**config.mk**
```make
export PLATFORM = sky130hd
export DESIGN_NAME = qrs_sqrt_cell
export DESIGN_NICKNAME = d
export VERILOG_FILES = /design/src/hw/rtl/qrs_pkg.sv /design/src/hw/rtl/qrs_sqrt_cell.sv
export SDC_FILE = /design/constraint.sdc
export NUM_CORES = 1
export LEC_CHECK = 0
export ABC_AREA = 1
export BUFFER_PORTS_ARGS = -buffer_cell sky130_fd_sc_hd__buf_2
export CORE_ASPECT_RATIO = 0.5
export CORE_MARGIN = 2
export CORE_UTILIZATION = 45
export CTS_CLUSTER_DIAMETER = 80
export DETAILED_ROUTE_END_ITERATION = 8
export GPL_TIMING_DRIVEN = 0
export PLACE_DENSITY = 0.74
export REMOVE_ABC_BUFFERS = 1
export SLEW_MARGIN = 20
export SYNTH_ARGS = -nofsm -noshare
export SYNTH_HDL_FRONTEND = slang
export SYNTH_SLANG_ARGS = --single-unit
```
**constraint.sdc**
```tcl
create_clock -name clock -period 2.5 [get_ports clock]
set_input_delay 0.5 -clock clock [delete_from_list [all_inputs] [get_ports clock]]
set_output_delay 0.5 -clock clock [all_outputs]
set_load 0.01 [all_outputs]
```
**src/hw/rtl/qrs_pkg.sv**
```systemverilog
`timescale 1ns / 1ps
// ----------------------------------------------------------------------------
// qrs_pkg
// Shared types and constants of the quadratic root solver.
// ----------------------------------------------------------------------------
package qrs_pkg;

   localparam int COEF_WIDTH_DEF = 16;
   localparam int FRAC_BITS_DEF  = 16;
   localparam int ROOT_WIDTH     = 41;
   localparam int RSP_TDATA_W    = 88;

   localparam logic [1:0] CNT_NONE = 2'd0;
   localparam logic [1:0] CNT_ONE  = 2'd1;
   localparam logic [1:0] CNT_TWO  = 2'd2;

   localparam logic STAT_OK      = 1'b0;
   localparam logic STAT_NOT_QUAD = 1'b1;

   // Control that rides along with every equation through the pipeline.
   typedef struct packed {
      logic       valid;
      logic [1:0] root_count;
      logic       status;
   } ctl_type;

endpackage

```
**src/hw/rtl/qrs_sqrt_cell.sv**
```systemverilog
`timescale 1ns / 1ps
// ----------------------------------------------------------------------------
// qrs_sqrt_cell
// One restoring square root cell: settles one root bit per cell.
// ----------------------------------------------------------------------------
module qrs_sqrt_cell #(
   parameter int RB = 33,
   parameter int SW = 1
) (
   input  logic                 clock,
   input  logic                 reset,
   input  logic                 en,
   input  qrs_pkg::ctl_type     ctl_in,
   input  logic [2*RB-1:0]      x_in,
   input  logic [RB+1:0]        rem_in,
   input  logic [RB-1:0]        q_in,
   input  logic [SW-1:0]        side_in,
   output qrs_pkg::ctl_type     ctl_out,
   output logic [2*RB-1:0]      x_out,
   output logic [RB+1:0]        rem_out,
   output logic [RB-1:0]        q_out,
   output logic [SW-1:0]        side_out
);
   import qrs_pkg::*;

   ctl_type          ctl_ff;
   logic [2*RB-1:0]  x_ff;
   logic [RB+1:0]    rem_ff;
   logic [RB-1:0]    q_ff;
   logic [SW-1:0]    side_ff;
   logic [RB+3:0]    acc;
   logic [RB+3:0]    trial;
   logic [RB+3:0]    diff;
   logic             take;

   // Bring down the next two radicand bits and try root bit one.
   always_comb begin
      acc   = {rem_in, x_in[2*RB-1 -: 2]};
      trial = {2'b00, q_in, 2'b01};
      take  = (acc >= trial);
      diff  = acc - trial;
   end

   always_ff @(posedge clock) begin
      if (reset) begin
         ctl_ff <= '0;
      end else if (en) begin
         ctl_ff <= ctl_in;
      end
   end

   always_ff @(posedge clock) begin
      if (en) begin
         x_ff    <= {x_in[2*RB-3:0], 2'b00};
         rem_ff  <= take ? diff[RB+1:0] : acc[RB+1:0];
         q_ff    <= {q_in[RB-2:0], take};
         side_ff <= side_in;
      end
   end

   assign ctl_out  = ctl_ff;
   assign x_out    = x_ff;
   assign rem_out  = rem_ff;
   assign q_out    = q_ff;
   assign side_out = side_ff;

endmodule

```
* Word level (Yosys, flattened, before mapping)
Index checks and enable logic that the tools add are counted.
Storage, ports and cells: bits in latches 0, output and inout bits 139, memory bits (read-only) 0, bits in writable memories 0, bits of input ports 142, logic and storage cells 10, memories 0, register bits 137
Cells by class: bitwise gates (word level) 0, reductions and logical operators 0, mux-type cells 1, add/sub/neg operators 1, div/mod/pow operators 0, shifts and indexed selects 0, multiply operators 0, $lt $le $gt $ge 1, equality and inequality tests 0
Operators by type and width (count):
- greater-or-equal comparator 37 x 35 -> 1 bit | 1
- two-way mux 35 bit | 1
- subtractor 35 bit | 1

* Longest topological paths before layout
word-level depth 2, gate-level depth with buffers 16, gate-level depth less buffers 15

* Worst setup path before layout
Ideal clock, no wire load.
path kind input port to flip-flop, from input port q_in[22], to register rem_ff[26], in the netlist rem_out[26], data pin, required time 2.248 ns, path slack 0.372 ns, cell stages on the path 13, library setup time 0.252 ns, arrival time 1.876 ns, path buffers 1, cells stage by stage inv_1 -> ha_1 -> nand2_1 -> inv_1 -> nand2_1 -> nand2_1 -> nand2_1 -> nand2_1 -> a21oi_2 -> nand4_4 -> buf_8 -> nand3_2 -> nand2_1
On the way: cells in the longest elaborated chain, start to end 2, elaborated cells on any way between the ends 3, classes of those cells add/sub: 1; order compare: 1; mux: 1
Ends and longest elaborated chain:
- from (decl) | line qrs_sqrt_cell.sv:16 | input logic [RB-1:0] q_in,
- subtractor 35 bit / greater-or-equal comparator 37 x 35 -> 1 bit (equally long branches) | line qrs_sqrt_cell.sv:41, qrs_sqrt_cell.sv:40
- two-way mux 35 bit * | line qrs_sqrt_cell.sv:55 | rem_ff <= take ? diff[RB+1:0] : acc[RB+1:0];
- to (signal assigned) | line qrs_sqrt_cell.sv:55
- to (decl) | line qrs_sqrt_cell.sv:28 | logic [RB+1:0] rem_ff;
Every way passes the cells marked *; elsewhere a longest branch is shown, timed or not. A chain may end at the register's enable or synchronous reset.

* Worst setup path in the final report
from input port q_in[10], to register rem_ff[24], in the netlist rem_out[24], data pin
Same word-level chain as after synthesis.

==> metrics.csv <==
metric,value,unit
root_buffer,clkbuf_16,
start_util,0.465,
layout.nets,1296,
ys_types,35,
cts_tree,built,
critPathArrivalTime,2630,ps
max_stage_delay,360,ps
syn_inst,825,
coreArea,16600,um2
maxCapViolCount,0,
rows,33,
setup_viol,0,
cts_buffers,17,
min_period,2350,ps
tightest_slew,540,ps
die_h,96.5,um
synthTopCellsByCount,"263 x nand2_1, 133 x edfxtp_1, 128 x inv_1, 51 x nor2_1, 41 x nand3_2",
rsz0062_at_grt,yes,
cp_common_cell,nand2_1,
antenna_left,0,
worst_setup_path_end_kind,register,
nFillCells,1470,
dr.first_iter.drc_count,402,
syn_area,7700,um2
wirelength,23100,um
finalHoldViolations,0,
seq_area,4070,um2
status,completed,
boundaryPins,281,
required,2790,ps
grt_start_max_net_pins,92,
period_share,0.938,
hold_class,primary input to register,
place_area,9300,um2
wire_per_inst,17.0,um
synth_top_area_cell,edfxtp_1,
clock_latency,410,ps
avgSynthCellArea,9.34,um2
htreeDepth,4,
multi_input_comb_area,3060,um2
worstSetupPathType,primary input to register,
grt_pass1_vias,6374,
ys.warnings.count,0,
synth_seq_cells,137,
power.density,681,nW/um2
clk_pin_slew,70,ps
grt_pass1_wl,34200,um
gp_congestion,0.893,
clock-sinks,137,
ir_drop,0.000430,V
antenna_found_initial,1,
yosys_most_used_dff,edfxtp_1,
area_growth,29.9,%
viasPerCell,4.90,
post-place-cells,1320,
route.detailed.drc,0,
drt_pre_antenna_iters,5,
clock_path_buffers,2,
path_buf_inv,4,
portBuffers,278,
drive_above_1_share,0.347,
grt_overflow,0,
synth_edf_count,133,
slew_viol_final,0,
cp_cell_sequence,buf_2 -> inv_1 -> ha_1 -> nand2_1 -> inv_1 -> a21oi_1 -> nand2_1 -> inv_1 -> nand2_2 -> nand2_1 -> nand2_2 -> nand2_4 -> nand3_2 -> nand2_1,
async_flop_share,0,
final_cells,1360,
slowest_stage,nand2_4,
dieArea,18200,um2
fmax,426,MHz
place_ws,-693,ps
start_kind,primary input,
hpwl,17300,um
yosysSeqAreaShare,0.529,
fp.dieW,189,um
crit_fanout,17,
fin_ws,155,ps
relSlewSlack,0.636,
grtUsageTotal,0.251,
skew,0,ps
synth.most_common_cell,nand2_1,
cts_hold_buf,0,
p_leak,4.94,nW
tns,0,ps
crit_family,simple AND/OR/NAND/NOR gates,
final_area,10000,um2
yosys-top-cells-area,"edfxtp_1 52%, nand2_1 13%, inv_1 6.2%",
via_count,6662,
synth_top_cell_area_share,0.518,
## power by group
group	internal, mW	switching (mW)
sequential	2.79	0.0515
clock	1.50	1.07
combinational	0.520	0.882
## state kept, by name, indices dropped and copies added, names as in the netlist
register and cells:
x_out 64, rem_out 35, q_out 33, ctl_out 4, side_out 1
## layout by cell type, fill, tap and decap left out, types with 5 or more instances in the layout
master     synthesis  final
inv_1            128    128
xor2_1            16     16
nand3b_1          10     10
nor3_1             7      7
inv_6              0      5
nand2_2           14     14
clkbuf_16          0     17
nand3_1           39     39
nand3_2           41     41
nor2_1            51     50
a21oi_1           27     27
nor2_2             9     10
o21bai_1           7      7
edfxtp_1         133    133
nand2_1          263    263
buf_2              0    277
ha_1              35     35
o21ai_0            5      5
## kinds of logic after synthesis
| group | Yosys count | share of synthesized area |
|---|---|---|
| buffers and inverters | 143 | 0.0810 |
| flip-flops | 137 | 0.529 |
| other | 1 | 0.000487 |
| AO/OA/AOI/OAI | 44 | 0.0330 |
| XOR/XNOR | 17 | 0.0193 |
| adder cells (fa/ha/maj) | 35 | 0.0568 |
| AND/OR/NAND/NOR | 448 | 0.280 |
## layer usage
metal	vias to the layer above	wire (um)	GRT usage
met2	213	9940	0.377
met5	-	0	0
met4	0	219	0.0658
met1	3147	11300	0.362
met3	16	1700	0.0618
li1	3286	-	-
## metrics by stage
stage	hold slack [ps]	util	total power, mW
floorplan	477	-	3.65
global placement	446	0.558	4.23
detailed placement	453	0.562	4.25
CTS	240	0.601	6.83
global route	231	0.604	7.11
finish	251	0.604	6.81
## worst register-to-register path, stage by stage, from the launching register on
cell and delay, ps:
dfxtp_1 340, nand2_1 70, a21oi_1 130
## path summary, 6_finish.rpt
check	startpoint	endpoint	slack, ps	cells past startpoint
setup / recovery	q_in[10]	rem_out[24]	150	14
hold / removal	x_in[9]	x_out[11]	250	1
setup reg to reg	ctl_out[2]	ctl_out[2]	1890	2
hold reg to reg	ctl_out[1]	ctl_out[1]	460	2
## final cells by class
type                    instances  area share
well taps                     227      0.0284
multi-input cells             548       0.306
diodes                          1    0.000250
repair buffers                285       0.151
clock inverters                14      0.0161
flip-flops and latches        137       0.407
inverters                     130      0.0488
clock buffers                  18      0.0429
## timing repair
item | in CTS | in global routing
pin swaps | 1 | 2
gates cloned | 1 | 1
gates resized for setup | 2 | 2
buffers inserted | 2 | 3
endpoints found under the setup margin | 36 | 21
Power figures use the tool's default switching activity.
