--- src/hw/rtl/qrs_pkg.sv ---
`timescale 1ns / 1ps
// ----------------------------------------------------------------------------
// qrs_pkg
// Shared types and constants of the quadratic root solver.
// ----------------------------------------------------------------------------
package qrs_pkg;

   localparam int COEF_WIDTH_DEF = 16;
   localparam int FRAC_BITS_DEF  = 16;
   localparam int ROOT_WIDTH     = 41;
   localparam int RSP_TDATA_W    = 88;

   localparam logic [1:0] CNT_NONE = 2'd0;
   localparam logic [1:0] CNT_ONE  = 2'd1;
   localparam logic [1:0] CNT_TWO  = 2'd2;

   localparam logic STAT_OK      = 1'b0;
   localparam logic STAT_NOT_QUAD = 1'b1;

   // Control that rides along with every equation through the pipeline.
   typedef struct packed {
      logic       valid;
      logic [1:0] root_count;
      logic       status;
   } ctl_type;

endpackage

--- src/hw/rtl/qrs_div_cell.sv ---
`timescale 1ns / 1ps
// ----------------------------------------------------------------------------
// qrs_div_cell
// One restoring divider cell for both root lanes: one quotient bit per cell.
// ----------------------------------------------------------------------------
module qrs_div_cell #(
   parameter int N   = 34,
   parameter int DVW = 17,
   parameter int SW  = 2
) (
   input  logic                 clock,
   input  logic                 reset,
   input  logic                 en,
   input  qrs_pkg::ctl_type     ctl_in,
   input  logic [DVW-1:0]       den_in,
   input  logic [N-1:0]         np_in,
   input  logic [N-1:0]         nm_in,
   input  logic [DVW-1:0]       remp_in,
   input  logic [DVW-1:0]       remm_in,
   input  logic [SW-1:0]        side_in,
   output qrs_pkg::ctl_type     ctl_out,
   output logic [DVW-1:0]       den_out,
   output logic [N-1:0]         np_out,
   output logic [N-1:0]         nm_out,
   output logic [DVW-1:0]       remp_out,
   output logic [DVW-1:0]       remm_out,
   output logic [SW-1:0]        side_out
);
   import qrs_pkg::*;

   ctl_type         ctl_ff;
   logic [DVW-1:0]  den_ff;
   logic [N-1:0]    np_ff;
   logic [N-1:0]    nm_ff;
   logic [DVW-1:0]  remp_ff;
   logic [DVW-1:0]  remm_ff;
   logic [SW-1:0]   side_ff;
   logic [DVW:0]    accp;
   logic [DVW:0]    accm;
   logic [DVW:0]    difp;
   logic [DVW:0]    difm;
   logic            takep;
   logic            takem;

   // The dividend shifts out at the top while quotient bits shift in below.
   always_comb begin
      accp  = {remp_in, np_in[N-1]};
      accm  = {remm_in, nm_in[N-1]};
      takep = (accp >= {1'b0, den_in});
      takem = (accm >= {1'b0, den_in});
      difp  = accp - {1'b0, den_in};
      difm  = accm - {1'b0, den_in};
   end

   always_ff @(posedge clock) begin
      if (reset) begin
         ctl_ff <= '0;
      end else if (en) begin
         ctl_ff <= ctl_in;
      end
   end

   always_ff @(posedge clock) begin
      if (en) begin
         den_ff  <= den_in;
         np_ff   <= {np_in[N-2:0], takep};
         nm_ff   <= {nm_in[N-2:0], takem};
         remp_ff <= takep ? difp[DVW-1:0] : accp[DVW-1:0];
         remm_ff <= takem ? difm[DVW-1:0] : accm[DVW-1:0];
         side_ff <= side_in;
      end
   end

   assign ctl_out  = ctl_ff;
   assign den_out  = den_ff;
   assign np_out   = np_ff;
   assign nm_out   = nm_ff;
   assign remp_out = remp_ff;
   assign remm_out = remm_ff;
   assign side_out = side_ff;

endmodule

--- config.mk ---
export PLATFORM = sky130hd
export DESIGN_NAME = qrs_div_cell
export DESIGN_NICKNAME = d
export VERILOG_FILES = /design/src/hw/rtl/qrs_pkg.sv /design/src/hw/rtl/qrs_div_cell.sv
export SDC_FILE = /design/constraint.sdc
export NUM_CORES = 1
export LEC_CHECK = 0
export ABC_AREA = 1
export BUFFER_PORTS_ARGS = -buffer_cell sky130_fd_sc_hd__buf_2
export CORE_ASPECT_RATIO = 1.75
export CORE_UTILIZATION = 49
export DETAILED_ROUTE_END_ITERATION = 6
export GPL_TIMING_DRIVEN = 0
export PLACE_DENSITY = 0.82
export SYNTH_ARGS = -nofsm -noshare
export SYNTH_HDL_FRONTEND = slang
export SYNTH_SLANG_ARGS = --single-unit
--- constraint.sdc ---
create_clock -name clock -period 2.85 [get_ports clock]
set_clock_uncertainty 0.15 [all_clocks]
set_input_delay 0.57 -clock clock [delete_from_list [all_inputs] [get_ports clock]]
set_output_delay 0.57 -clock clock [all_outputs]
set_load 0.005 [all_outputs]
======== Yosys cells after proc, flatten, opt, wreduce, memory -nomap -nowiden ========
Index checks and enable logic that the tools add are counted.
operators by class
  bitwise operators ....................... 0
  multipliers ............................. 0
  divide/modulo/power cells ............... 0
  reduce and logical (&&, ||, !) cells .... 0
  equality and inequality tests ........... 0
  $add $sub $neg .......................... 2
  magnitude comparators ................... 2
  muxes and demuxes ....................... 2
  shift-type cells ........................ 0
operators with widths
  cell                            number
  >= comparator 18 x 17 -> 1 bit  2
  2-to-1 mux 17 bit               2
  subtractor 17 bit               2
word-level totals
  bits in registers ....................... 125
  word-level logic and storage cells ...... 15
  latch bits .............................. 0
  output and inout bits ................... 125
  memories ................................ 0
  bits in read-only memories .............. 0
  RAM bits ................................ 0

======== Logic depth before layout (Yosys ltp) ========
Gate-level depths: netlist of run 1.
  word-level depth ........................ 2
  depth in mapped cells ................... 15
  gate-level depth less buffers ........... 14

======== Worst setup path before layout of run 1 ========
OpenSTA, ideal clock, no wires.
  path kind ............................... input to register
  from .................................... input port np_in[33]
  to ...................................... register remp_ff[3] (netlist: remp_out[3]) (data pin)
  stages on the path ...................... 15
  data arrival time ....................... 1997 ps
  setup slack ............................. 450 ps
  library setup time ...................... 252 ps
  path through ............................ inv_1 -> ha_1 -> inv_1 -> fa_1 -> nand2_1 -> nand2_2 -> nand3_2 -> nand2_2 -> nand2_1 -> nand2_2 -> nand2_4 -> nand2_4 -> buf_8 -> nand2_1 -> nand2_1
on the way
  word-level cells in the longest chain between the ends .. 2
ends and longest elaborated chain
  item                            RTL line            text
  start: declaration              qrs_div_cell.sv:16  input logic [N-1:0] np_in,
  >= comparator 18 x 17 -> 1 bit  qrs_div_cell.sv:49  takep = (accp >= {1'b0, den_in});
  named net takep                 qrs_div_cell.sv:42  logic takep;
  2-to-1 mux 17 bit               qrs_div_cell.sv:68  remp_ff <= takep ? difp[DVW-1:0] : accp[DVW-1:0];
  end signal: assignment          qrs_div_cell.sv:68
  end: declaration                qrs_div_cell.sv:35  logic [DVW-1:0] remp_ff;
The timed path passes the listed nets, and every way through them passes these cells.
A chain may end at the register's enable or synchronous reset.

======== Final worst setup path of run 1 ========
  from .................................... input port np_in[33]
  to ...................................... register remp_ff[8] (netlist: remp_out[8]) (data pin)
The elaborated chain is that of the path after synthesis.

==> results of run 1 <==
==> report_power, final <==
part	leakage (nW)	total (mW)	internal [mW]	switching, mW
registers	1.22	2.27	2.23	0.0424
clock network	0.309	2.35	1.49	0.861
logic	2.99	0.980	0.393	0.587
total	4.51	5.60	4.11	1.49
==> cell type report <==
type                    count  area, um2  share of cell area [%]
flip-flops and latches    125       3710                    42.8
multi-input cells         450       2300                    26.5
repair buffers            253       1290                    14.9
inverters                 118        443                    5.11
clock buffers              18        429                    4.95
well taps                 171        214                    2.47
clock inverters            14        205                    2.37
plain buffers               7       71.3                   0.823
==> logic make-up (layout without fill, tap and decap cells) <==
group,count (synthesis),count (layout),synth area share (%)
flops,125,125,56.9
simple gates,375,375,24.2
buf+inv,125,410,7.88
compound gates,25,25,1.96
fa+ha+maj,36,36,7.13
xor+xnor,14,14,1.88
==> sequential cells by signal (all words and copies together), names as in the netlist <==
register / cells
remp_out: 17
side_out: 2
nm_out: 34
np_out: 34
ctl_out: 4
den_out: 17
remm_out: 17
==> critical path: stages <==
cell	delay, ns
buf_2	0.10
inv_1	0.06
ha_1	0.15
inv_1	0.08
fa_1	0.40
nand2_1	0.11
nand2_2	0.08
nand3_2	0.07
nand2_2	0.08
nand2_1	0.11
nand2_2	0.08
nand2_4	0.15
nand2_4	0.14
buf_8	0.19
nand2_1	0.06
nand2_1	0.08
==> synthesized netlist by cell type <==
cell type,count
a21oi_1,23
and2_1,1
and3_1,1
buf_12,1
buf_2,2
buf_4,2
buf_6,1
buf_8,1
dfxtp_1,4
edfxtp_1,121
fa_1,2
ha_1,34
inv_1,116
inv_2,2
nand2_1,276
nand2_2,7
nand2_4,2
nand3_1,43
nand3_2,1
nand3b_1,6
nand4_1,3
nor2_1,22
nor2_2,2
nor2_4,1
nor3_1,6
nor4_1,1
nor4_4,1
o21a_1,1
o21ai_0,1
or2_0,1
or2_1,1
xnor2_1,1
xor2_1,13
==> worst min path at each step <==
stage	end	startpoint	cells after the start	slack [ns]
after floorplan	ctl_out[0]$_SDFFE_PP0P_	ctl_out[0]$_SDFFE_PP0P_	2	0.30
after global placement	ctl_out[0]$_SDFFE_PP0P_	ctl_out[0]$_SDFFE_PP0P_	2	0.29
after detailed placement	ctl_out[1]$_SDFFE_PP0P_	ctl_out[1]$_SDFFE_PP0P_	2	0.30
after CTS	nm_out[7]$_DFFE_PP_	nm_in[6]	1	0.16
after global routing	nm_out[7]$_DFFE_PP_	nm_in[6]	1	0.16
final	nm_out[7]$_DFFE_PP_	nm_in[6]	1	0.19
==> stage by stage <==
step / utilization (%) / area [um2] / total power, mW / setup slack (ns) / cells
3_5_place_dp: 62.1 / 8030 / 3.28 / -0.0129 / 1124
4_1_cts: 67.0 / 8670 / 5.65 / 0.378 / 1156
2_1_floorplan: - / 6520 / 2.82 / 0.450 / 700
5_1_grt: 67.0 / 8670 / 5.85 / 0.200 / 1156
6_report: 67.0 / 8670 / 5.60 / 0.341 / 1156
3_3_place_gp: 61.8 / 8000 / 3.26 / -0.465 / 1123
==> cell usage in the layout, fill, tap and decap left out, types with 2 or more instances in the layout <==
master     instances
nand2_4            2
fa_1               2
nand3b_1           6
nor3_1             6
nor2_2             2
nor2_1            22
inv_2              2
nand2_2            7
buf_6              2
buf_2            253
clkbuf_16         17
xor2_1            13
edfxtp_1         121
buf_4              2
nand2_1          276
inv_1            116
a21oi_1           23
bufinv_16          4
ha_1              34
dfxtp_1            4
inv_6              6
nand3_1           43
nand4_1            3
==> layer usage <==
metal  up-vias  part of all wire (%)  global-route usage (%)
li1       2804                     -                       -
met1      2591                    31                    24.9
met2       256                    56                    53.7
met3        67                   7.4                    6.51
met4         0                   5.2                    18.1
met5         -                     0                       0
==> results.txt, run 1 <==
Status: completed
RSZ-0062 raised after global routing: no
Seq cells post-synth: 125
Hold WC Path Type: input port to flop
Full die area: 13800 um2
First DRT Iteration DRCs: 174
Routed length per instance: 16.2 um
Leakage Power: 4.51 nW
CP endpoint: remp_out[8]$_DFFE_PP_
Sequential element share of the synthesized area: 56.9%
Slew @ Worst Pin: 0.431 ns
Core area: 12900 um2
Row count: 55
Clock sink total: 125
CTS root buf: clkbuf_16
Final net count: 1136
Reg2Reg Depth: 2
Die Span Y: 155 um
Starting Density: 50.4%
DRC errors left: 0
CP Class: input port to flop
Yosys top cell area share: 55.7%
Clock slew at reported path FFs: 0.06 ns
Worst vdd rail ir drop: 0.000428 V
Critical Path RT: 2.85 ns
Top post-synthesis cells by area: edfxtp_1, nand2_1, inv_1
Synth Instances: 700
DR vias/cell: 4.95
Max_cap viols: 0
Syn_nets: 864
Total track usage: 28.1%
Pwr dens: 646 nW/um2
R2R setup slack: 2.12 ns
Clk buf depth: 2
Wirelength, routed: 18700 um
ANT nets after route: 0
Dpl hpwl: 14800 um
Highest Clock Rate: 399 MHz
Mapped Avg Cell Area: 9.32 um2
Synthesized area: 6520 um2
CP max FO: 10
Share of cells above drive strength 1: 31.2%
Num CTS Buffers: 17
# diodes: 0
Die Span X: 89.2 um
Top Ports: 253
Final worst-path cycle share: 88.0%
Setup TNS: 0 ns
Largest net degree at the start of global routing: 91
CTS tree: built
Final hold violations: 0
Cts repair resizes: 0
Buffers added on ports: 252
Vias: 5718
Synth area leader: edfxtp_1
Library cells used by synthesis: 33
Hold_buf cts: 0
Clock Latency Late Sink: 0.40 ns
Antenna violations before repair: 0
Syn. warnings: 0
Vias in the first global route: 5771
Critical path launch point type: input port
Total grt overflow: 0
# Post-CTS Setup Buffers: 0
Critical path arrival: 2.50 ns
Tmin final: 2.51 ns
Routability cong.: 0.976
Final Setup Violations: 0
Area Overhead vs Synth: 32.9%
H-Tree Level Count: 4
DR pass1 iterations: 5
WHS: 0.186 ns
Crit Reg-Reg Startpoint: ctl_out[2]$_SDFFE_PP0P_
Fin. max-slew vios: 0
Wire length of the first global-routing pass: 28300 um
CP Capture Type: flop
Max-Slew Margin vs Limit: 71.3%
Reg-to-Reg End: ctl_out[2]$_SDFFE_PP0P_
Crit path launch: np_in[33]
Fillers: 1092
No activity file was read; power rests on OpenSTA's default activity.
==> run 2, diff against run 1 <==
Settings changed: REMOVE_ABC_BUFFERS set to 1.
==> run 2 against run 1 <==
Wire length down 2.7%; clock-buffer cell count up 1; sequential power about the same; maximum frequency down 2.9%; critical path type unchanged.
==> results.txt, run 2 (synthesis results as in run 1) <==
Fillers: 1080 (was 1092)
Sequential share of power: 42.6% (was 40.6%)
Vias: 5659 (was 5718)
Crit-path cells: buf_2 -> inv_1 -> ha_1 -> nand2_1 -> nor3_1 -> nand3_1 -> nor2_1 -> nor2_1 -> nand2_4 -> inv_2 -> nand2_1 -> nand2_1 (was buf_2 -> inv_1 -> ha_1 -> inv_1 -> fa_1 -> nand2_1 -> nand2_2 -> nand3_2 -> nand2_2 -> nand2_1 -> nand2_2 -> nand2_4 -> nand2_4 -> buf_8 -> nand2_1 -> nand2_1)
Share of cells above drive strength 1: 30.6% (was 31.2%)
Largest net degree at the start of global routing: 91 (unchanged)
Final Setup Violations: 0 (unchanged)
Met2 global-route usage: 51.0% (was 53.7%)
Final hold violations: 0 (unchanged)
Clock sink total: 125 (unchanged)
Critical path arrival: 2.58 ns (was 2.50 ns)
Wirelength, routed: 18200 um (was 18700 um)
CP Class: input port to flop (unchanged)
CTS root buf: clkbuf_16 (unchanged)
Clk buf depth: 2 (unchanged)
Post-place setup slack: -0.334 ns (was -0.0129 ns)
Row count: 55 (unchanged)
CP max FO: 20 (was 10)
Highest Clock Rate: 387 MHz (was 399 MHz)
Total track usage: 26.8% (was 28.1%)
Dpl hpwl: 14300 um (was 14800 um)
Die Span X: 89.2 um (unchanged)
CP Capture Type: flop (unchanged)
GRT met3 Usage: 5.55% (was 6.51%)
Total grt overflow: 0 (unchanged)
Max_cap viols: 0 (unchanged)
Final worst-path cycle share: 90.7% (was 88.0%)
Most frequent cells in the layout: nand2_1, buf_2, edfxtp_1, inv_1, nand3_1 (unchanged)
Fin. max-slew vios: 0 (unchanged)
Most frequent CP cell: nand2_1 (unchanged)
Area of the multi-input gates: 2300 um2 (about the same)
Sw power: 1.43 mW (was 1.49 mW)
Die Span Y: 155 um (unchanged)
Critical path's slowest cell: ha_1 (was fa_1)
Tmin final: 2.58 ns (was 2.51 ns)
Crit Reg-Reg Startpoint: ctl_out[3]$_SDFFE_PP0P_ (was ctl_out[2]$_SDFFE_PP0P_)
Worst path buffer plus inverter count: 3 (was 4)
Buffers added on ports: 252 (unchanged)
Reg-to-Reg End: ctl_out[3]$_SDFFE_PP0P_ (was ctl_out[2]$_SDFFE_PP0P_)
Critical Path RT: 2.84 ns (was 2.85 ns)
Clock slew at reported path FFs: 0.06 ns (about the same)
Switching share of total power: 26.8% (was 26.6%)
Status: completed (unchanged)
Most common cell after layout, fill and taps aside: nand2_1 (unchanged)
Pwr dens: 625 nW/um2 (was 646 nW/um2)
DR pass1 iterations: 5 (unchanged)
Top Ports: 253 (unchanged)
Total internal power: 3.91 mW (was 4.11 mW)
Clk pwr share: 39.5% (was 41.9%)
Leakage Power: 4.44 nW (was 4.51 nW)
Num CTS Buffers: 17 (unchanged)
CP peak stage delay: 0.38 ns (was 0.40 ns)
Final WS setup: 0.265 ns (was 0.341 ns)
Area Overhead vs Synth: 31.0% (was 32.9%)
CTS tree: built (unchanged)
Reg2Reg Depth: 2 (unchanged)
Register Area: 3710 um2 (unchanged)
Setup TNS: 0 ns (unchanged)
First DRT Iteration DRCs: 351 (was 174)
CP endpoint: remm_out[8]$_DFFE_PP_ (was remp_out[8]$_DFFE_PP_)
Final Power: 5.34 mW (was 5.60 mW)
Full die area: 13800 um2 (unchanged)
RSZ-0062 raised after global routing: no (unchanged)
GRT busiest layer: met2 (unchanged)
Vias in the first global route: 5531 (was 5771)
Comb power frac: 17.9% (was 17.5%)
Max-Slew Margin vs Limit: 66.8% (was 71.3%)
R2R setup slack: 2.12 ns (about the same)
Hold_buf cts: 0 (unchanged)
Antenna violations before repair: 2 (was 0)
Hold WC Path Type: input port to flop (unchanged)
H-Tree Level Count: 4 (unchanged)
WHS: 0.183 ns (was 0.186 ns)
Crit path launch: den_in[3] (was np_in[33])
Routed length per instance: 15.8 um (was 16.2 um)
Starting Density: 50.4% (unchanged)
Critical path launch point type: input port (unchanged)
Worst vdd rail ir drop: 0.000398 V (was 0.000428 V)
Delay-heaviest family, CP: simple AND/OR/NAND/NOR gates (unchanged)
Routability cong.: 0.914 (was 0.976)
Wire length of the first global-routing pass: 27400 um (was 28300 um)
Final net count: 1129 (was 1136)
Total stage count of the critical path: 12 (was 16)
ANT nets after route: 0 (unchanged)
Clock Latency Late Sink: 0.40 ns (about the same)
Core area: 12900 um2 (unchanged)
Met1 Use GR: 26.0% (was 24.9%)
DRC errors left: 0 (unchanged)
Slew @ Worst Pin: 0.498 ns (was 0.431 ns)
DR vias/cell: 4.92 (was 4.95)
## run 2: how the worst min path moves through the flow
| stage | slack (ns) | endpoint | start | cells past startpoint |
|---|---|---|---|---|
| 6_report | 0.18 | nm_out[4]$_DFFE_PP_ | nm_in[3] | 1 |
| 4_1_cts | 0.17 | nm_out[4]$_DFFE_PP_ | nm_in[3] | 1 |
| 2_1_floorplan | 0.30 | ctl_out[0]$_SDFFE_PP0P_ | ctl_out[0]$_SDFFE_PP0P_ | 2 |
| 3_3_place_gp | 0.30 | ctl_out[0]$_SDFFE_PP0P_ | ctl_out[0]$_SDFFE_PP0P_ | 2 |
| 5_1_grt | 0.17 | nm_out[22]$_DFFE_PP_ | nm_in[21] | 1 |
| 3_5_place_dp | 0.31 | ctl_out[2]$_SDFFE_PP0P_ | ctl_out[2]$_SDFFE_PP0P_ | 2 |
## run 2: layout make-up
class,count,share of cell area (%)
diodes,2,0.0586
clock buffers,19,5.07
clock inverters,13,1.67
inverters,118,5.18
multi-input cells,450,26.9
flip-flops and latches,125,43.4
well taps,171,2.50
repair buffers,253,15.2
## run 2: metal layers
metal,part of all wire [%],vias up
met1,33,2552
met4,4.0,0
met5,0,-
met2,56,270
met3,7.1,55
li1,-,2782
## run 2: stage by stage
| stage | area, um2 | instances | utilization [%] |
|---|---|---|---|
| finish | 8550 | 1151 | 66.1 |
| global route | 8540 | 1150 | 66.0 |
| CTS | 8540 | 1149 | 66.0 |
| detailed placement | 7960 | 1117 | 61.5 |
| global placement | 7930 | 1116 | 61.3 |
| floorplan | 6450 | 693 | - |
## run 2: timing repair
action | CTS | global route
setup buffers | 0 | 0
endpoints found under the setup margin | 0 | 4
gates resized for setup | 0 | 1
## run 2: power by group through the flow
stage	clock network, mW	registers (mW)	logic [mW]
after CTS	2.13	2.28	0.954
after detailed placement	0	2.31	0.946
after global placement	0	2.31	0.918
after global routing	2.20	2.29	1.07
after floorplan	0	2.34	0.460
final	2.11	2.27	0.958
==> run 3, diff against run 2 <==
Settings changed: CORE_UTILIZATION 49 to 51, CTS_BUF_LIST set to sky130_fd_sc_hd__clkbuf_8, PLACE_DENSITY 0.82 to 0.85.
==> run 3 against run 2 <==
Register-to-register slack about the same; first-iteration DRC count down 19%; global-route usage down 0.23 points; sequential power is essentially flat; critical path type unchanged; critical endpoint unchanged.
==> results.txt, run 3 (synthesis results as in run 1) <==
Total track usage: 26.6% (was 26.8%)
Dpl hpwl: 13900 um (was 14300 um)
H-Tree Level Count: 4 (unchanged)
Final net count: 1129 (unchanged)
DR pass1 iterations: 5 (unchanged)
Die Span Y: 152 um (was 155 um)
# Post-CTS Setup Buffers: 0 (unchanged)
Most common cell after layout, fill and taps aside: nand2_1 (unchanged)
GRT busiest layer: met2 (unchanged)
Clock sink total: 125 (unchanged)
Top Ports: 253 (unchanged)
CTS tree: built (unchanged)
Die Span X: 87.5 um (was 89.2 um)
Critical Path RT: 2.88 ns (was 2.84 ns)
Core area: 12500 um2 (was 12900 um2)
Pwr dens: 591 nW/um2 (was 625 nW/um2)
Total grt overflow: 0 (unchanged)
CP Class: input port to flop (unchanged)
CP Capture Type: flop (unchanged)
Largest net degree at the start of global routing: 73 (was 91)
Cell area after layout: 8400 um2 (was 8550 um2)
DRC errors left: 0 (unchanged)
Delay-heaviest family, CP: simple AND/OR/NAND/NOR gates (unchanged)
Tmin final: 2.59 ns (was 2.58 ns)
RSZ-0062 raised after global routing: no (unchanged)
Final hold violations: 0 (unchanged)
Leakage Power: 4.39 nW (was 4.44 nW)
Starting Density: 52.2% (was 50.4%)
ANT nets after route: 0 (unchanged)
Hold_buf cts: 0 (unchanged)
Final Power: 4.97 mW (was 5.34 mW)
Met2 global-route usage: 53.1% (was 51.0%)
Clock Latency Late Sink: 0.43 ns (was 0.40 ns)
CP max FO: 20 (unchanged)
Final Setup Violations: 0 (unchanged)
Area after DPL: 7950 um2 (was 7960 um2)
Placed Instances: 1114 (was 1117)
Final worst-path cycle share: 90.8% (was 90.7%)
DR vias/cell: 4.96 (was 4.92)
Critical path's slowest cell: ha_1 (unchanged)
Full die area: 13300 um2 (was 13800 um2)
Setup TNS: 0 ns (unchanged)
First DRT Iteration DRCs: 285 (was 351)
Routed length per instance: 15.5 um (was 15.8 um)
Slew @ Worst Pin: 0.747 ns (was 0.498 ns)
Clk buf depth: 2 (unchanged)
Critical path launch point type: input port (unchanged)
Row count: 54 (was 55)
Num CTS Buffers: 17 (unchanged)
Wirelength, routed: 17800 um (was 18200 um)
Wire length of the first global-routing pass: 25900 um (was 27400 um)
Vias: 5684 (was 5659)
Post-route insts no fill: 1147 (was 1151)
Share of cells above drive strength 1: 30.7% (was 30.6%)
Worst path buffer plus inverter count: 3 (unchanged)
CTS root buf: clkbuf_8 (was clkbuf_16)
Fin util: 67.2% (was 66.1%)
Antenna violations before repair: 1 (was 2)
Worst vdd rail ir drop: 0.000322 V (was 0.000398 V)
Area Overhead vs Synth: 28.8% (was 31.0%)
Routability cong.: 0.901 (was 0.914)
Hold WC Path Type: input port to flop (unchanged)
Fin. max-slew vios: 0 (unchanged)
Clock slew at reported path FFs: 0.08 ns (was 0.06 ns)
CP peak stage delay: 0.38 ns (about the same)
Most frequent CP cell: nand2_1 (unchanged)
Highest Clock Rate: 386 MHz (was 387 MHz)
Max-Slew Margin vs Limit: 50.2% (was 66.8%)
Crit-path cells: buf_2 -> inv_1 -> ha_1 -> nand2_1 -> nor3_1 -> nand3_1 -> nor2_1 -> nor2_1 -> nand2_2 -> inv_2 -> nand2_1 -> nand2_1 (was buf_2 -> inv_1 -> ha_1 -> nand2_1 -> nor3_1 -> nand3_1 -> nor2_1 -> nor2_1 -> nand2_4 -> inv_2 -> nand2_1 -> nand2_1)
Status: completed (unchanged)
Buffers added on ports: 252 (unchanged)
Max_cap viols: 0 (unchanged)
Vias in the first global route: 5316 (was 5531)
Critical path arrival: 2.62 ns (was 2.58 ns)
Cts repair resizes: 0 (unchanged)
Met1 Use GR: 24.1% (was 26.0%)
Most frequent cells in the layout: nand2_1, buf_2, edfxtp_1, inv_1, nand3_1 (unchanged)
GRT met3 Usage: 6.45% (was 5.55%)
[run 3: cell count changes in the layout (fill, tap and decap cells not counted), sizes merged]
cell | before | now
clkinv | 6 | 5
clkinvlp | 2 | 0
clkbuf | 19 | 17
inv | 121 | 124
bufinv | 2 | 4
diode | 2 | 1
[run 3: routing by layer]
metal	vias to the layer above	part of all wire, %
met3	36	7.3
met1	2609	32
li1	2785	-
met4	0	3.1
met2	254	58
met5	-	0
[run 3: worst paths after layout]
check	startpoint	endpoint	slack [ns]	cells after the start
max reg2reg	ctl_out[3]$_SDFFE_PP0P_	ctl_out[3]$_SDFFE_PP0P_	2.11	2
min	np_in[30]	np_out[31]$_DFFE_PP_	0.15	1
min reg2reg	ctl_out[2]$_SDFFE_PP0P_	ctl_out[2]$_SDFFE_PP0P_	0.31	2
max	den_in[3]	remm_out[8]$_DFFE_PP_	0.26	12
[run 3: worst reg2reg max path, stage by stage, from the launching register on]
cell	delay (ns)
dfxtp_1	0.34
nand2_1	0.07
a21oi_1	0.12
[run 3: power by group]
part | switching [mW] | internal [mW] | leakage (nW) | total (mW)
clock network | 0.767 | 0.974 | 0.230 | 1.74
registers | 0.0427 | 2.23 | 1.22 | 2.27
logic | 0.579 | 0.378 | 2.95 | 0.957
[run 3: area by class of cell]
cell class	instances	area [um2]
clock buffer	17	234
antenna	1	2.50
timing repair buffer	253	1290
fill	976	4100
multi-input combinational	450	2300
sequential	125	3710
tap	168	210
clock inverter	15	213
inverter	118	443
[run 3: metrics by stage]
step                hold slack [ns]  setup slack, ns
floorplan                     0.299            0.455
global placement              0.296           -0.496
detailed placement            0.298           -0.194
CTS                           0.142            0.262
global route                  0.127            0.218
finish                        0.153            0.262
